### src/rtl/tcf_pkg.sv
`default_nettype none

package tcf_pkg;

  // Vectoring steps, capped at the arctangent table length
  localparam int CordicSteps = 16;
  localparam int AtanLen     = 24;
  localparam int NumSteps    = (CordicSteps < AtanLen) ? CordicSteps : AtanLen;
  localparam int StepW       = $clog2(AtanLen);

  // Field widths
  localparam int InW     = 16;
  localparam int OutW    = 17;
  localparam int CfgW    = 16;
  localparam int CfgIdxW = 4;

  // Square root unit: radicand (a^2 + b^2) * 2^16, one root bit a cycle
  localparam int SqW      = 31;
  localparam int SumSqW   = 32;
  localparam int SqrtRadW = 48;
  localparam int RootW    = 24;
  localparam int SqrtCntW = $clog2(RootW);

  // CORDIC datapath and angle in radians Q2.30
  localparam int CordW = 28;
  localparam int AngW  = 32;

  // Shared multiplier and blend datapath
  localparam int MulAW = 34;
  localparam int MulBW = 25;
  localparam int MulPW = 59;
  localparam int TW    = 25;
  localparam int Q0W   = 16;
  localparam int PredW = 34;
  localparam int SumW  = 52;

  // Radians Q2.30 to degrees Q9.8: round(m * DegNum / (DegDiv * 2^30))
  localparam int DegNum   = 4608000;
  localparam int DegDiv   = 314;
  localparam int DegHalf  = 157;
  localparam int DegRecip = 13678239;  // floor(2^32 / 314)
  localparam int SatLimit = 46080;

  // Register indexes and reset values
  localparam logic [CfgIdxW-1:0] RegBlendWeight  = CfgIdxW'(0);
  localparam logic [CfgIdxW-1:0] RegSamplePeriod = CfgIdxW'(1);
  localparam logic [CfgW-1:0]    BlendReset      = 16'd64225;
  localparam logic [CfgW-1:0]    PeriodReset     = 16'd328;

  typedef struct packed {
    logic busy;
    logic done;
  } unit_sts_t;

  typedef enum logic [3:0] {
    StIdle,
    StSqA,
    StSqB,
    StRootGo,
    StRootWait,
    StCordGo,
    StCordWait,
    StDeg1,
    StDeg2,
    StDeg3,
    StDeg4,
    StBl1,
    StBl2,
    StBl3,
    StBl4,
    StOut
  } state_e;

  // Truncated atan(2^-i) in radians Q2.30
  function automatic logic signed [AngW-1:0] atan_entry(input logic [StepW-1:0] idx);
    logic signed [AngW-1:0] v;
    case (idx)
      5'd0:    v = 32'sh3243F6A8;
      5'd1:    v = 32'sh1DAC6705;
      5'd2:    v = 32'sh0FADBAFC;
      5'd3:    v = 32'sh07F56EA6;
      5'd4:    v = 32'sh03FEAB76;
      5'd5:    v = 32'sh01FFD55B;
      5'd6:    v = 32'sh00FFFAAA;
      5'd7:    v = 32'sh007FFF55;
      5'd8:    v = 32'sh003FFFEA;
      5'd9:    v = 32'sh001FFFFD;
      5'd10:   v = 32'sh000FFFFF;
      5'd11:   v = 32'sh0007FFFF;
      5'd12:   v = 32'sh0003FFFF;
      5'd13:   v = 32'sh0001FFFF;
      5'd14:   v = 32'sh0000FFFF;
      5'd15:   v = 32'sh00007FFF;
      5'd16:   v = 32'sh00003FFF;
      5'd17:   v = 32'sh00001FFF;
      5'd18:   v = 32'sh00000FFF;
      5'd19:   v = 32'sh000007FF;
      5'd20:   v = 32'sh000003FF;
      5'd21:   v = 32'sh000001FF;
      5'd22:   v = 32'sh000000FF;
      5'd23:   v = 32'sh0000007F;
      default: v = '0;
    endcase
    return v;
  endfunction

endpackage

`default_nettype wire

### src/rtl/tcf_mul.sv
`default_nettype none

module tcf_mul (
  input  wire                               clk_i,
  input  wire logic signed [tcf_pkg::MulAW-1:0] a_i,
  input  wire logic signed [tcf_pkg::MulBW-1:0] b_i,
  output logic signed [tcf_pkg::MulPW-1:0]      p_o
);
  import tcf_pkg::*;

  logic signed [MulPW-1:0] p_d, p_q;

  // Form the full signed product
  always_comb begin
    p_d = MulPW'(a_i) * MulPW'(b_i);
  end

  // Register the product
  always_ff @(posedge clk_i) begin
    p_q <= p_d;
  end

  assign p_o = p_q;

endmodule

`default_nettype wire

### config.mk
export PLATFORM = sky130hd
export DESIGN_NAME = tcf_mul
export DESIGN_NICKNAME = d
export VERILOG_FILES = /design/src/rtl/tcf_pkg.sv /design/src/rtl/tcf_mul.sv
export SDC_FILE = /design/constraint.sdc
export NUM_CORES = 2
export LEC_CHECK = 0
export BUFFER_PORTS_ARGS = -buffer_cell sky130_fd_sc_hd__buf_2
export CORE_UTILIZATION = 38
export DETAILED_ROUTE_END_ITERATION = 8
export HOLD_SLACK_MARGIN = 0.06
export MAX_ROUTING_LAYER = met4
export PLACE_DENSITY_LB_ADDON = 0.3
export SETUP_SLACK_MARGIN = 0.4
export SLEW_MARGIN = 20
export SYNTH_ARGS = -nofsm -noshare
export SYNTH_HDL_FRONTEND = slang
export SYNTH_SLANG_ARGS = --single-unit
### constraint.sdc
create_clock -name clk_i -period 13.2 [get_ports clk_i]
set_clock_uncertainty 0.15 [all_clocks]
set_input_delay 1.98 -clock clk_i [delete_from_list [all_inputs] [get_ports clk_i]]
set_output_delay 1.98 -clock clk_i [all_outputs]
set_load 0.01 [all_outputs]
==> impl_summary.log <==
INFO  metric crit_path_end = p_o[56]
INFO  metric violations = DRC
INFO  metric tmin_final = 10190 ps
INFO  metric dp_slack = 2680 ps
INFO  metric globalRoute.totalOverflow = 0
INFO  metric setup_viol = 0
INFO  metric met2_global_route_usage = 37.4%
INFO  metric clock_sinks = 59
INFO  metric synth.avg_cell_area = 9.39 um2
INFO  metric first_iter_violations = 1066
INFO  metric die_y_extent = 288 um
INFO  metric grt_util_met3 = 2.95%
INFO  metric routed_vias = 21.4k
INFO  metric syn_nets = 4388
INFO  metric grt_setup_unrepaired = no
INFO  metric routed_wirelength = 82200 um
INFO  metric critical_path_class = input port to flop
INFO  metric grt_use_met1 = 27.1%
INFO  metric totalNegativeSetupSlack = 0 ps
INFO  metric timing.critical_path.slowest_cell_delay = 780 ps
INFO  metric most_common_cell_after_layout_fill_and_taps_aside = fa_1
INFO  metric finalCoreUtilization = 40.6%
INFO  metric cts.path.max_buffers = 2
INFO  metric hold_class = input port to flop
INFO  metric outcome = finished, violations left
INFO  metric most-common-layout-cells = 864 x fa_1, 814 x inv_1, 440 x nand2_1, 425 x and2_1, 159 x ha_1
INFO  metric drt_pass1_iterations = 7
INFO  metric grt_max_degree = 36
INFO  metric cp_common_cell = fa_1
INFO  metric final_layout_size_suffix_gt1_share = 4.95%
INFO  metric port_buffers = 118
INFO  metric std_cell_rows = 104
INFO  metric drt-vias-per-instance = 4.91
INFO  metric pin_count = 119
INFO  metric gp_congestion = 0.886
INFO  metric clkTransAtPathRegs = 70 ps
INFO  metric tritoncts.num_buffers = 9
INFO  metric timing.critical_path.depth = 23
INFO  metric synth-seq-cells = 59
INFO  metric synth_seq_area_share = 3.81%
INFO  metric area_growth_syn_to_layout = 5.75%
INFO  metric postSynth.asyncResetShare = 0%
INFO  metric clock.fmax = 0.0982 GHz
INFO  metric drtAntennaViolNets = 0
INFO  metric netlist_instances = 3304
INFO  metric dieArea = 82700 um2
INFO  metric mappedNetlistArea = 31000 um2
INFO  metric avgRoutedWirePerCell = 18.9 um
INFO  metric nFillCells = 8113
INFO  metric core = 80700 um2
INFO  metric cts.repair_timing.setup_buffer_count = 0
INFO  metric synth.lib_cells_used.distinct = 55
INFO  metric first_global_vias = 23.5k
INFO  metric synth_edf_count = 0
INFO  metric yosys_warnings = 0
INFO  metric grt_busiest_layer = met2
INFO  metric worst_slack = 3010 ps
INFO  metric critical_path.startpoint_type = input port
INFO  metric cts-htree-levels = 3
INFO  metric die-width = 288 um
INFO  metric crit_fanout = 34
INFO  metric worst_pin_slew = 895 ps
INFO  metric tritoncts = yes
INFO  metric synth_ff_type = dfxtp_1
INFO  metric critical_path.slowest_cell = a311oi_2
INFO  metric starting_density_of_the_core = 38.4%
INFO  metric cp_data_arrival_time = 10310 ps
INFO  metric worst_setup_path_startpoint = b_i[1]
INFO  metric track_usage = 21.9%
INFO  metric cts-root-buf = clkbuf_16
INFO  metric post_cts.resized_instances = 0
INFO  metric final_nets = 4371
INFO  metric route.detailed.drc = 16
INFO  metric wire_length_of_the_first_global_routing_pass = 135000 um
INFO  metric crit_path_required_time = 13330 ps
INFO  metric slew_viol_final = 0
INFO  metric largest_register_ff_count = 59
INFO  metric critical_path_cell_sequence = buf_2, nand2_1, inv_1, fa_1, fa_1, inv_1, fa_1, inv_1, fa_1, fa_1, fa_1, inv_1, fa_1, inv_1, ha_1, nand4_1, nor4_1, nand3_1, a311oi_2, o21ai_1, o2111ai_1, a21oi_1, xnor2_1
INFO  metric worst-path-buf-inv = 6
INFO  metric final_clock_period_utilization_by_the_worst_path = 77.2%
INFO  metric crit_family = adder cells
INFO  metric antenna_found_initial = 8
INFO  metric drv_cap = 0
INFO  metric max_slew_margin = 40.3%
INFO  metric detailedPlacementHpwl = 66300 um
INFO  metric final-hold-violation-count = 0
INFO  metric cts-hold-fix-buffers = 0
INFO  metric timing.critical_path.to_type = flop
-- area by class of cell --
cell class | count | area (um2) | area share, %
Antenna cell | 8 | 20.0 | 0.0611
Clock buffer | 12 | 246 | 0.752
Timing Repair Buffer | 131 | 688 | 2.10
Clock inverter | 4 | 97.6 | 0.298
Multi-Input combinational cell | 2272 | 26200 | 79.8
Inverter | 814 | 3060 | 9.32
Tap cell | 1060 | 1330 | 4.04
Sequential cell | 59 | 1180 | 3.60
-- synthesized netlist by cell type, types with 2 or more instances --
cell type	instances	area [um2]
inv_1	814	3060
nand4_1	10	62.6
o311ai_2	2	32.5
a21boi_0	3	22.5
and2_1	425	2660
xnor2_1	48	420
nand2_1	440	1650
o2111ai_1	4	35.0
or3_1	3	18.8
a21oi_2	2	17.5
and3_1	3	18.8
a21o_1	27	203
nor3_1	6	30.0
o211ai_1	6	45.0
o31ai_1	3	22.5
o21bai_1	9	67.6
buf_2	2	10.0
nor4_1	3	18.8
dfxtp_1	59	1180
xor2_1	20	175
nor2_1	28	105
o21ai_1	16	80.1
clkbuf_1	157	589
a211o_1	2	17.5
ha_1	159	1990
o21a_1	7	52.6
nand2b_1	8	50.1
a221o_1	3	30.0
a31oi_1	8	50.1
nor2b_1	28	175
o21ai_0	26	130
nand3_1	16	80.1
a211oi_1	5	37.5
a21oi_1	67	335
fa_1	865	17300
-- how the worst min path moves through the flow --
stage	startpoint	endpoint	depth (start not counted)
floorplan	b_i[0]	p_o[0]	1
global placement	p_o[21]	p_o[21]	1
detailed placement	p_o[51]	p_o[51]	1
CTS	a_i[0]	p_o[0]	2
global route	a_i[0]	p_o[0]	2
finish	a_i[0]	p_o[0]	2
-- through the flow --
stage	hold slack [ps]	std cells	cell area, um2
2_1_floorplan	1960	3304	31000
3_3_place_gp	2220	4336	32400
3_5_place_dp	2220	4336	32400
4_1_cts	1980	4352	32800
5_1_grt	2000	4360	32800
6_report	2000	4360	32800
-- kinds of logic after synthesis --
group	synth area share (%)
adders and majority gates	62.3
and+or+nand+nor	15.8
AOI/OAI and AO/OA	4.34
buffers and inverters	11.8
DFF	3.81
xor gates and xnor gates	1.92
muxes	0.0686
-- metal layers --
layer | share of wire (%) | wire length (um)
met2 | 52 | 42900
met1 | 41 | 33500
met5 | 0 | 0
met3 | 4.6 | 3780
met4 | 2.4 | 2010
Power is not shown: default switching activity piles up to over one toggle a cycle in this logic, so the estimate is an artifact.
