**config.mk**
```make
export PLATFORM = sky130hd
export DESIGN_NAME = tcf_cordic
export DESIGN_NICKNAME = d
export VERILOG_FILES = /design/src/rtl/tcf_pkg.sv /design/src/rtl/tcf_cordic.sv
export SDC_FILE = /design/constraint.sdc
export NUM_CORES = 1
export LEC_CHECK = 0
export BUFFER_PORTS_ARGS = -buffer_cell sky130_fd_sc_hd__buf_2
export CAP_MARGIN = 10
export CORE_MARGIN = 8
export CORE_UTILIZATION = 55
export CTS_CLUSTER_DIAMETER = 150
export CTS_CLUSTER_SIZE = 30
export DETAILED_ROUTE_END_ITERATION = 12
export HOLD_SLACK_MARGIN = 0.03
export PLACE_DENSITY = 0.77
export SLEW_MARGIN = 20
export SYNTH_ARGS = -nofsm -noshare
export SYNTH_HDL_FRONTEND = slang
export SYNTH_SLANG_ARGS = --single-unit
```
**constraint.sdc**
```tcl
create_clock -name clk_i -period 8.3 [get_ports clk_i]
set_input_delay 0.415 -clock clk_i [delete_from_list [all_inputs] [get_ports clk_i]]
set_output_delay 0.415 -clock clk_i [all_outputs]
set_load 0.1 [all_outputs]
```
**src/rtl/tcf_pkg.sv**
```systemverilog
`default_nettype none

package tcf_pkg;

  // Vectoring steps, capped at the arctangent table length
  localparam int CordicSteps = 16;
  localparam int AtanLen     = 24;
  localparam int NumSteps    = (CordicSteps < AtanLen) ? CordicSteps : AtanLen;
  localparam int StepW       = $clog2(AtanLen);

  // Field widths
  localparam int InW     = 16;
  localparam int OutW    = 17;
  localparam int CfgW    = 16;
  localparam int CfgIdxW = 4;

  // Square root unit: radicand (a^2 + b^2) * 2^16, one root bit a cycle
  localparam int SqW      = 31;
  localparam int SumSqW   = 32;
  localparam int SqrtRadW = 48;
  localparam int RootW    = 24;
  localparam int SqrtCntW = $clog2(RootW);

  // CORDIC datapath and angle in radians Q2.30
  localparam int CordW = 28;
  localparam int AngW  = 32;

  // Shared multiplier and blend datapath
  localparam int MulAW = 34;
  localparam int MulBW = 25;
  localparam int MulPW = 59;
  localparam int TW    = 25;
  localparam int Q0W   = 16;
  localparam int PredW = 34;
  localparam int SumW  = 52;

  // Radians Q2.30 to degrees Q9.8: round(m * DegNum / (DegDiv * 2^30))
  localparam int DegNum   = 4608000;
  localparam int DegDiv   = 314;
  localparam int DegHalf  = 157;
  localparam int DegRecip = 13678239;  // floor(2^32 / 314)
  localparam int SatLimit = 46080;

  // Register indexes and reset values
  localparam logic [CfgIdxW-1:0] RegBlendWeight  = CfgIdxW'(0);
  localparam logic [CfgIdxW-1:0] RegSamplePeriod = CfgIdxW'(1);
  localparam logic [CfgW-1:0]    BlendReset      = 16'd64225;
  localparam logic [CfgW-1:0]    PeriodReset     = 16'd328;

  typedef struct packed {
    logic busy;
    logic done;
  } unit_sts_t;

  typedef enum logic [3:0] {
    StIdle,
    StSqA,
    StSqB,
    StRootGo,
    StRootWait,
    StCordGo,
    StCordWait,
    StDeg1,
    StDeg2,
    StDeg3,
    StDeg4,
    StBl1,
    StBl2,
    StBl3,
    StBl4,
    StOut
  } state_e;

  // Truncated atan(2^-i) in radians Q2.30
  function automatic logic signed [AngW-1:0] atan_entry(input logic [StepW-1:0] idx);
    logic signed [AngW-1:0] v;
    case (idx)
      5'd0:    v = 32'sh3243F6A8;
      5'd1:    v = 32'sh1DAC6705;
      5'd2:    v = 32'sh0FADBAFC;
      5'd3:    v = 32'sh07F56EA6;
      5'd4:    v = 32'sh03FEAB76;
      5'd5:    v = 32'sh01FFD55B;
      5'd6:    v = 32'sh00FFFAAA;
      5'd7:    v = 32'sh007FFF55;
      5'd8:    v = 32'sh003FFFEA;
      5'd9:    v = 32'sh001FFFFD;
      5'd10:   v = 32'sh000FFFFF;
      5'd11:   v = 32'sh0007FFFF;
      5'd12:   v = 32'sh0003FFFF;
      5'd13:   v = 32'sh0001FFFF;
      5'd14:   v = 32'sh0000FFFF;
      5'd15:   v = 32'sh00007FFF;
      5'd16:   v = 32'sh00003FFF;
      5'd17:   v = 32'sh00001FFF;
      5'd18:   v = 32'sh00000FFF;
      5'd19:   v = 32'sh000007FF;
      5'd20:   v = 32'sh000003FF;
      5'd21:   v = 32'sh000001FF;
      5'd22:   v = 32'sh000000FF;
      5'd23:   v = 32'sh0000007F;
      default: v = '0;
    endcase
    return v;
  endfunction

endpackage

`default_nettype wire

```
**src/rtl/tcf_cordic.sv**
```systemverilog
`default_nettype none

module tcf_cordic (
  input  wire                                 clk_i,
  input  wire                                 rst_ni,
  input  wire                                 start_i,
  input  wire logic [tcf_pkg::RootW-1:0]      x0_i,
  input  wire logic signed [tcf_pkg::CordW-1:0] y0_i,
  output tcf_pkg::unit_sts_t                  sts_o,
  output logic signed [tcf_pkg::AngW-1:0]     z_o
);
  import tcf_pkg::*;

  logic signed [CordW-1:0] x_q, x_d, y_q, y_d, dx, dy;
  logic signed [AngW-1:0]  z_q, z_d, da;
  logic [StepW-1:0]        step_q, step_d;
  logic                    busy_q, busy_d;
  logic                    last;

  // Rotate one step towards y = 0, treating y = 0 as non-positive
  always_comb begin
    dx     = y_q >>> step_q;
    dy     = x_q >>> step_q;
    da     = atan_entry(step_q);
    last   = (step_q == StepW'(NumSteps - 1));
    x_d    = x_q;
    y_d    = y_q;
    z_d    = z_q;
    step_d = step_q;
    busy_d = busy_q;
    if (start_i) begin
      x_d    = CordW'(x0_i);
      y_d    = y0_i;
      z_d    = '0;
      step_d = '0;
      busy_d = 1'b1;
    end else if (busy_q) begin
      if (y_q > 0) begin
        x_d = x_q + dx;
        y_d = y_q - dy;
        z_d = z_q + da;
      end else begin
        x_d = x_q - dx;
        y_d = y_q + dy;
        z_d = z_q - da;
      end
      step_d = step_q + StepW'(1);
      if (last) begin
        busy_d = 1'b0;
      end
    end
  end

  always_ff @(posedge clk_i or negedge rst_ni) begin
    if (!rst_ni) begin
      busy_q <= 1'b0;
      step_q <= '0;
    end else begin
      busy_q <= busy_d;
      step_q <= step_d;
    end
  end

  always_ff @(posedge clk_i) begin
    x_q <= x_d;
    y_q <= y_d;
    z_q <= z_d;
  end

  assign sts_o.busy = busy_q;
  assign sts_o.done = busy_q && last;
  assign z_o        = z_q;

endmodule

`default_nettype wire

```
==> results of run 1 <==
flip-flops by register name (all words and copies together) (netlist names):
name,flops
step_q,5
busy_q,1
y_q,28
x_q,28
z_o,32
cells in the final DEF, fill, tap and decap left out, types with 8 or more instances in the layout:
| master | count |
|---|---|
| clkbuf_16 | 10 |
| o21bai_1 | 9 |
| xor2_1 | 68 |
| nand2b_1 | 23 |
| or2_2 | 8 |
| mux4_1 | 15 |
| o31ai_1 | 12 |
| a211oi_1 | 19 |
| o211ai_1 | 8 |
| mux2_2 | 34 |
| nand2_1 | 162 |
| nor4_1 | 9 |
| buf_2 | 87 |
| o21a_1 | 29 |
| and3_1 | 14 |
| o22ai_1 | 17 |
| nor2_1 | 142 |
| buf_4 | 21 |
| dfxtp_1 | 36 |
| mux2i_1 | 70 |
| ha_1 | 102 |
| a31oi_1 | 21 |
| mux4_2 | 50 |
| a21o_1 | 31 |
| nand3_1 | 18 |
| edfxtp_1 | 52 |
| a21boi_0 | 8 |
| nor2b_1 | 15 |
| inv_1 | 47 |
| o21ai_0 | 143 |
| xnor2_1 | 73 |
| a21oi_1 | 127 |
| nor3_1 | 30 |
per-stage QoR:
| step | util [%] | setup WS [ns] | cell area [um^2] | instances | hold slack (ns) |
|---|---|---|---|---|---|
| floorplan | - | 2.38 | 13600 | 1612 | 0.119 |
| global placement | 58.0 | 1.89 | 14100 | 1950 | 0.253 |
| detailed placement | 58.0 | 1.72 | 14100 | 1950 | 0.252 |
| CTS | 59.4 | 1.68 | 14500 | 1967 | 0.321 |
| global route | 59.4 | 1.12 | 14500 | 1967 | 0.334 |
| finish | 59.4 | 1.54 | 14500 | 1967 | 0.317 |
critical path, cell delays in order (launching register included):
cell and delay, ns:
dfrtp_2 0.81, buf_4 0.62, nor2_1 0.27, mux2_2 0.40, a21boi_0 0.62, a21oi_1 0.29, or3_4 0.47, nor4b_4 0.36
a21oi_1 0.13, xnor2_1 0.15, ha_1 0.34, and3_1 0.21, a311o_1 0.31, a41oi_1 0.34, o211ai_1 0.13, o211ai_1 0.18
o21ai_0 0.21, a21o_1 0.22, a21oi_1 0.17, xnor2_1 0.13, o21ai_1 0.07
path summary, 6_finish.rpt:
kind,slack (ns),from,depth (start not counted),end
setup / recovery,1.54,step_q[2],20,y_q[27]
hold / removal,0.32,y0_i[14],3,y_q[14]
setup reg to reg,1.54,step_q[2],20,y_q[27]
hold reg to reg,0.49,z_o[28],2,z_o[28]
max in group asynchronous,7.71,rst_ni,2,step_q[0]
min in group asynchronous,0.41,rst_ni,2,busy_q
layer usage:
layer	part of all wire, %	global-route usage (%)	wire length [um]	vias up
li1	-	-	-	6057
met1	41	33.3	16900	6144
met2	46	42.8	18800	733
met3	9.5	5.27	3920	134
met4	4.0	11.4	1630	0
met5	0	0.664	0	-
final cells by class:
class	instances	area [um^2]	area share, %
clock buffers	12	278	1.92
clock inverters	4	51.3	0.355
inverters	50	188	1.30
multi-input cells	1373	10500	72.4
flip-flops and latches	94	2440	16.9
well taps	324	405	2.81
repair buffers	110	623	4.31
cell families (layout without fill, tap and decap cells):
group | after synthesis | count (layout) | share of synthesized area (%)
AO/OA/AOI/OAI | 489 | 489 | 22.5
AND/OR/NAND/NOR | 468 | 468 | 16.2
multiplexers | 170 | 170 | 19.2
buffers and inverters | 145 | 176 | 5.17
XOR/XNOR | 141 | 141 | 9.09
adder cells (fa/ha/maj) | 105 | 105 | 9.84
flip-flops | 94 | 94 | 17.9
timing repair:
action                    in CTS  in global routing
hold buffers                   1                  0
setup buffers                  0                  0
hold endpoints to repair       6                  0
==> key figures, run 1 <==
Status
  – Outcome: complete, no violations

Global route
  – Largest net degree at the start of global routing: 90
  – Initial antenna violation count: 0
  – First-pass GRT wire length: 65.7 mm
  – GRT Overall Usage: 26.3%
  – Vias in the first global route: 12600
  – Global route total overflow: 0

Finish
  – Ratio of cells with drive above 1 in the final layout: 15.0%
  – ANT cells: 0
  – Fillers: 2160
  – Final net count: 1798
  – Area delta synth->final: 6.35%

Timing
  – Setup violators final: 0
  – Fmax: 148 MHz
  – Final Hold Violating Endpoints: 0
  – RSZ-0062 raised after global routing: false
  – Final Max Tran Viols: 0
  – Worst slew pin tran: 0.989 ns
  – Fin Setup TNS: 0 ns
  – Clock Skews: 0.0129 ns
  – Max_slew headroom: 33.6%
  – Min Clock Period, post-route: 6.76 ns
  – Period utilization: 81.5%

Setup path
  – CP endpoint kind: register
  – CP Launch Type: register
  – Worst Path Arrival: 6.85 ns
  – Critical path class: reg -> reg
  – Critical Path RT: 8.39 ns
  – Critical Path Fanout Max: 55

Floorplanning
  – Die Area: 30000 um^2
  – Initial Util: 55.9%
  – Die H: 173 um
  – Std-Cell Rows: 57
  – Chip Width: 173 um
  – Core area: 24300 um^2
  – I/O pins: 89

CTS
  – CTS tree: yes
  – Clk_lat worst skew: 0.37 ns
  – CTS sink cnt: 94
  – CTS root buffer: clkbuf_16
  – CTS buffer count: 9
  – H-tree levels: 3
  – Clk buf depth: 2
  – Clk slew on worst S/H paths: 0.08 ns
  – PostCTS Resize Cnt: 0

Synthesis
  – Syn_area_per_cell: 8.43 um^2
  – Flops & latches, synth: 94
  – Mapped Cells: 1612
  – Count leader, synth: nand2_1
  – Top_reg_cell synth: edfxtp_1
  – Synth warn: 0
  – Sequential area share after synthesis: 17.9%
  – Post-synth EDFFs: 52
  – Commonest cells in the netlist: nand2_1 (162), o21ai_0 (144), nor2_1 (142)
  – Post-Syn Area: 13600 um^2
  – Area contributors post-synth: edfxtp_1 (11%), ha_1 (9.4%), mux4_2 (8.3%), dfxtp_1 (5.3%), o21ai_0 (5.3%)
  – Post-Syn Nets: 1772
  – Post-synthesis cell type count: 91
  – Post-synth ARST share: 6.38%
  – Post-synthesis cell type with the largest combined area: edfxtp_1
  – Synth top area share: 11.5%

Place
  – Placer congestion estimate: 0.974
  – Detailed Place HPWL: 30.6 mm
  – I/O Buffers: 88

Routing
  – Routed WL: 41.2 mm
  – Post-DRT Antenna Nets: 0
  – Drt pass-1 iters: 6
  – Via density: 6.64
  – Iteration-0 DRC Markers: 1465
  – WL per Instance: 21.0 um
  – Post-route DRC: 0
  – Vias: 13100

Flow run
  – Max cap viols: 0

Hold path
  – Class of the tightest hold or removal check: in -> reg
Power of run 1 is not shown: default switching activity piles up to over one toggle a cycle in this logic, so the estimate is an artifact.
==> inputs of run 2 (changes only) <==
--- a/config.mk
+++ b/config.mk
@@ -13,7 +13,7 @@
 export CTS_CLUSTER_SIZE = 30
 export DETAILED_ROUTE_END_ITERATION = 12
 export HOLD_SLACK_MARGIN = 0.03
-export PLACE_DENSITY = 0.77
+export PLACE_DENSITY = 0.8
 export SLEW_MARGIN = 20
 export SYNTH_ARGS = -nofsm -noshare
 export SYNTH_HDL_FRONTEND = slang
==> constraint.sdc (replaced) <==
create_clock -name clk_i -period 6 [get_ports clk_i]
set_input_delay 0.3 -clock clk_i [delete_from_list [all_inputs] [get_ports clk_i]]
set_output_delay 0.3 -clock clk_i [all_outputs]
set_load 0.1 [all_outputs]
==> key figures, run 2 (synthesis results as in run 1) <==
Global route
  – Largest net degree at the start of global routing: 77
  – Vias in the first global route: 12800
  – GRT Overall Usage: 27.3%
  – First-pass GRT wire length: 67.6 mm
  – Global route total overflow: 0
  – Initial antenna violation count: 1

Timing
  – Final Max Tran Viols: 0
  – Min Clock Period, post-route: 5.73 ns
  – Hold_ws: 0.197 ns
  – Setup violators final: 0
  – Max_slew headroom: 43.3%
  – Worst slew pin tran: 0.842 ns
  – Fmax: 175 MHz
  – Clock Skews: 0.0189 ns
  – Period utilization: 95.5%
  – Final Hold Violating Endpoints: 0

CTS
  – CTS root buffer: clkbuf_16
  – Clk_lat worst skew: 0.37 ns
  – CTS sink cnt: 94
  – Clk buf depth: 2
  – CTS tree: yes
  – Clk slew on worst S/H paths: 0.09 ns
  – H-tree levels: 3
  – CTS buffer count: 9

Place
  – Cells after DPL: 2003
  – Detailed Place HPWL: 32.0 mm
  – Post-DP Area: 14600 um^2
  – Placer congestion estimate: 0.998
  – I/O Buffers: 88

Setup path
  – Worst Path Arrival: 5.81 ns
  – Critical Path RT: 6.08 ns
  – CP endpoint kind: register
  – Critical path class: reg -> reg
  – R2r startpoint: step_q[0]
  – Critical Path Fanout Max: 6
  – RR Endpoint: y_q[27]
  – CP Launch Type: register
  – Reg2Reg Setup Slack: 0.27 ns
  – Cells on worst reg2reg path: 21

Floorplanning
  – Die H: 173 um
  – Core area: 24300 um^2
  – Chip Width: 173 um
  – Initial Util: 55.9%
  – Die Area: 30000 um^2
  – I/O pins: 89
  – Std-Cell Rows: 57

Routing
  – Routed WL: 42.3 mm
  – Post-route DRC: 0
  – WL per Instance: 20.9 um
  – Drt pass-1 iters: 5
  – Via density: 6.51
  – Post-DRT Antenna Nets: 0
  – Vias: 13200
  – Iteration-0 DRC Markers: 1233

Finish
  – Commonest non-fill, non-tap cells in the layout: nand2_1 (162), nor2_1 (142), o21ai_0 (140)
  – Area delta synth->final: 10.9%
  – Final Instance Count excl. Fillers: 2030
  – Register Area: 2440 um^2
  – Ratio of cells with drive above 1 in the final layout: 18.9%
  – Multi-input gate area: 10500 um^2
  – Fillers: 2121
  – Final instance area: 15100 um^2
  – Final net count: 1861
  – ANT cells: 0
  – Most common cell after layout, fill and taps aside: nand2_1
  – Max reg flops: 32

Status
  – Outcome: complete, no violations

Hold path
  – Hold_sp: x0_i[21]
  – Hold EP: x_q[21]
  – Class of the tightest hold or removal check: in -> reg
  – Hold Path Stages: 3

Flow run
  – Max cap viols: 0
## run 2: metal layers
layer	part of all wire, %	vias to the layer above	routed length [um]	track usage (%)
met3	8.6	133	3650	6.73
met5	0	-	0	0
met4	4.1	0	1720	11.7
met2	46	656	19400	44.3
met1	41	6250	17500	34.2
li1	-	6180	-	-
## run 2: final cells by class
type	count	area share, %
clock inverters	5	0.282
flip-flops and latches	94	16.2
clock buffers	11	1.83
repair buffers	173	7.90
well taps	324	2.69
multi-input cells	1373	69.8
inverters	50	1.26
## run 2: what timing repair did
action	CTS	global route
resized for setup	0	23
hold endpoints to repair	6	0
hold buffers	1	0
buffers inserted	0	10
setup endpoints to repair	0	16
## run 2: worst max-delay path, cell delays in order, from the launching register on
cell and delay (ns):
dfrtp_4 0.50, clkbuf_4 0.24, mux4_1 0.56, mux2_2 0.32, mux4_2 0.52, inv_1 0.10
ha_1 0.20, nor2_1 0.07, xnor2_1 0.15, ha_1 0.36, o21a_1 0.16, a2111oi_0 0.11
buf_4 0.16, o31ai_1 0.64, a41oi_2 0.23, o211ai_1 0.22, o211ai_1 0.19, o21ai_1 0.27
a21o_1 0.15, a21oi_1 0.07, xnor2_1 0.16, o21ai_1 0.07
## run 2: how the worst max path moves through the flow
stage,slack [ns],startpoint,end,depth (start not counted)
finish,0.27,step_q[0],y_q[27],21
global route,-0.01,step_q[0],y_q[27],21
CTS,0.01,step_q[0],y_q[27],22
detailed placement,0.03,step_q[0],y_q[27],22
global placement,0.17,step_q[0],y_q[24],20
floorplan,0.08,step_q[0],z_o[30],30
## run 2: per-stage QoR
stage	utilization, %	TNS, ns	setup WS, ns
after floorplan	-	0	0.0778
after global placement	59.9	0	0.173
after detailed placement	59.9	0	0.0262
after CTS	61.2	0	0.00965
after global routing	62.0	-0.0133	-0.0133
final	62.0	0	0.270
Power of run 2 is left out for the same reason.
==> inputs of run 3 (changes only) <==
--- a/config.mk
+++ b/config.mk
@@ -7,13 +7,15 @@
 export LEC_CHECK = 0
 export BUFFER_PORTS_ARGS = -buffer_cell sky130_fd_sc_hd__buf_2
 export CAP_MARGIN = 10
+export CELL_PAD_IN_SITES_DETAIL_PLACEMENT = 1
+export CELL_PAD_IN_SITES_GLOBAL_PLACEMENT = 1
 export CORE_MARGIN = 8
-export CORE_UTILIZATION = 55
+export CORE_UTILIZATION = 44
 export CTS_CLUSTER_DIAMETER = 150
 export CTS_CLUSTER_SIZE = 30
 export DETAILED_ROUTE_END_ITERATION = 12
 export HOLD_SLACK_MARGIN = 0.03
-export PLACE_DENSITY = 0.8
+export PLACE_DENSITY = 0.84
 export SLEW_MARGIN = 20
 export SYNTH_ARGS = -nofsm -noshare
 export SYNTH_HDL_FRONTEND = slang
==> key figures, run 3 (synthesis results as in run 1) <==
Timing
  – Hold_ws: 0.179 ns
  – Fmax: 171 MHz
  – Period utilization: 97.5%
  – PnR worst setup slack: 0.152 ns
  – Worst slew pin tran: 0.997 ns
  – Final Max Tran Viols: 0
  – Min Clock Period, post-route: 5.85 ns
  – Max_slew headroom: 33.3%
  – Final Hold Violating Endpoints: 0
  – Setup violators final: 0
  – Clock Skews: 0.0182 ns

Routing
  – Iteration-0 DRC Markers: 1102
  – Vias: 13500
  – Routed WL: 49.0 mm
  – Post-DRT Antenna Nets: 0
  – Via density: 6.38
  – WL per Instance: 23.2 um
  – Post-route DRC: 0
  – Drt pass-1 iters: 5

Finish
  – Ratio of cells with drive above 1 in the final layout: 20.5%
  – Most common cell after layout, fill and taps aside: nand2_1
  – ANT cells: 0
  – Max reg flops: 32
  – Area delta synth->final: 12.7%
  – Final net count: 1876
  – Commonest non-fill, non-tap cells in the layout: nand2_1 (162), nor2_1 (140), o21ai_0 (139)

Setup path
  – Critical Path RT: 6.30 ns
  – CP Launch Type: register
  – CP endpoint kind: register
  – Worst Path Arrival: 6.15 ns
  – Critical path class: reg -> reg
  – Critical Path Source: step_q[0]
  – R2r startpoint: step_q[0]
  – Critical Path Fanout Max: 24

Flow run
  – Max cap viols: 0

Global route
  – GRT Overall Usage: 26.4%
  – GR peak layer: met2
  – Met3 Usage GRT: 3.43%
  – Vias in the first global route: 14100
  – First-pass GRT wire length: 77.9 mm
  – Largest net degree at the start of global routing: 59
  – Met1 usage: 33.4%
  – Global route total overflow: 0
  – Initial antenna violation count: 0
  – M2 GR Usage: 44.6%

Hold path
  – Class of the tightest hold or removal check: in -> reg
  – Hold_sp: x0_i[23]

Floorplanning
  – Core area: 30500 um^2
  – I/O pins: 89
  – Die Area: 36800 um^2
  – Chip Width: 192 um
  – Die H: 192 um
  – Initial Util: 44.5%
  – Std-Cell Rows: 64

CTS
  – CTS buffer count: 9
  – CTS tree: yes
  – Clk buf depth: 2
  – Clk slew on worst S/H paths: 0.09 ns
  – CTS sink cnt: 94
  – CTS root buffer: clkbuf_16
  – Clk_lat worst skew: 0.40 ns
  – H-tree levels: 3

Status
  – Outcome: complete, no violations

Place
  – Detailed Place HPWL: 37.5 mm
  – Placer congestion estimate: 0.958
  – Post-place setup slack: -0.0725 ns
  – I/O Buffers: 88
[run 3: per-stage QoR]
step | area [um^2] | setup TNS, ns | utilization, % | std cells
2_1_floorplan | 13600 | 0 | - | 1612
3_3_place_gp | 14700 | 0 | 48.2 | 2084
6_report | 15300 | 0 | 50.2 | 2117
5_1_grt | 15300 | -0.0558 | 50.2 | 2117
4_1_cts | 15000 | 0 | 49.3 | 2105
3_5_place_dp | 14700 | -0.220 | 48.2 | 2084
[run 3: cell type report]
| type | instances | area (um^2) |
|---|---|---|
| tap | 396 | 495 |
| timing repair buffer | 188 | 1270 |
| sequential | 94 | 2440 |
| clock inverter | 6 | 55.1 |
| inverter | 50 | 190 |
| multi-input combinational | 1373 | 10600 |
| clock buffer | 10 | 250 |
| fill | 3679 | 15200 |
[run 3: timing repair]
item                       in CTS  in global routing
setup endpoints to repair       6                 20
hold endpoints to repair        6                  0
pin swaps                       0                  2
resized for setup               2                 43
hold buffers                    1                  0
buffers inserted                4                 11
gates cloned                    0                  1
[run 3: worst paths after layout]
kind,to,slack (ns),depth (start not counted)
setup / recovery,x_q[27],0.15,24
hold / removal,x_q[23],0.18,3
setup reg to reg,x_q[27],0.15,24
hold reg to reg,z_o[22],0.49,2
max in group asynchronous,step_q[2],5.53,2
min in group asynchronous,busy_q,0.27,2
[run 3: metal layers]
layer  part of all wire, %  vias up  routed length [um]
li1                      -     6213                   -
met1                    42     6647               20600
met2                    48      527               23700
met3                   6.0      126                2940
met4                   3.7        0                1820
met5                     0        -                   0
[run 3: worst max-delay path: stages, from the launching register on]
cell      delay, ns
dfrtp_4        0.50
buf_4          0.19
buf_16         0.18
buf_6          0.19
mux2i_1        0.17
mux4_2         0.49
mux4_2         0.54
ha_1           0.23
nand2_1        0.12
nor3_1         0.07
buf_4          0.20
and3_1         0.17
a21oi_1        0.23
xor2_1         0.22
ha_1           0.29
a21o_1         0.20
o21bai_2       0.21
o21ai_0        0.19
a21o_1         0.17
a21o_1         0.18
a21oi_1        0.11
a211oi_1       0.29
xor2_1         0.25
a21oi_1        0.10
a31o_2         0.24
Power of run 3 is left out for the same reason.
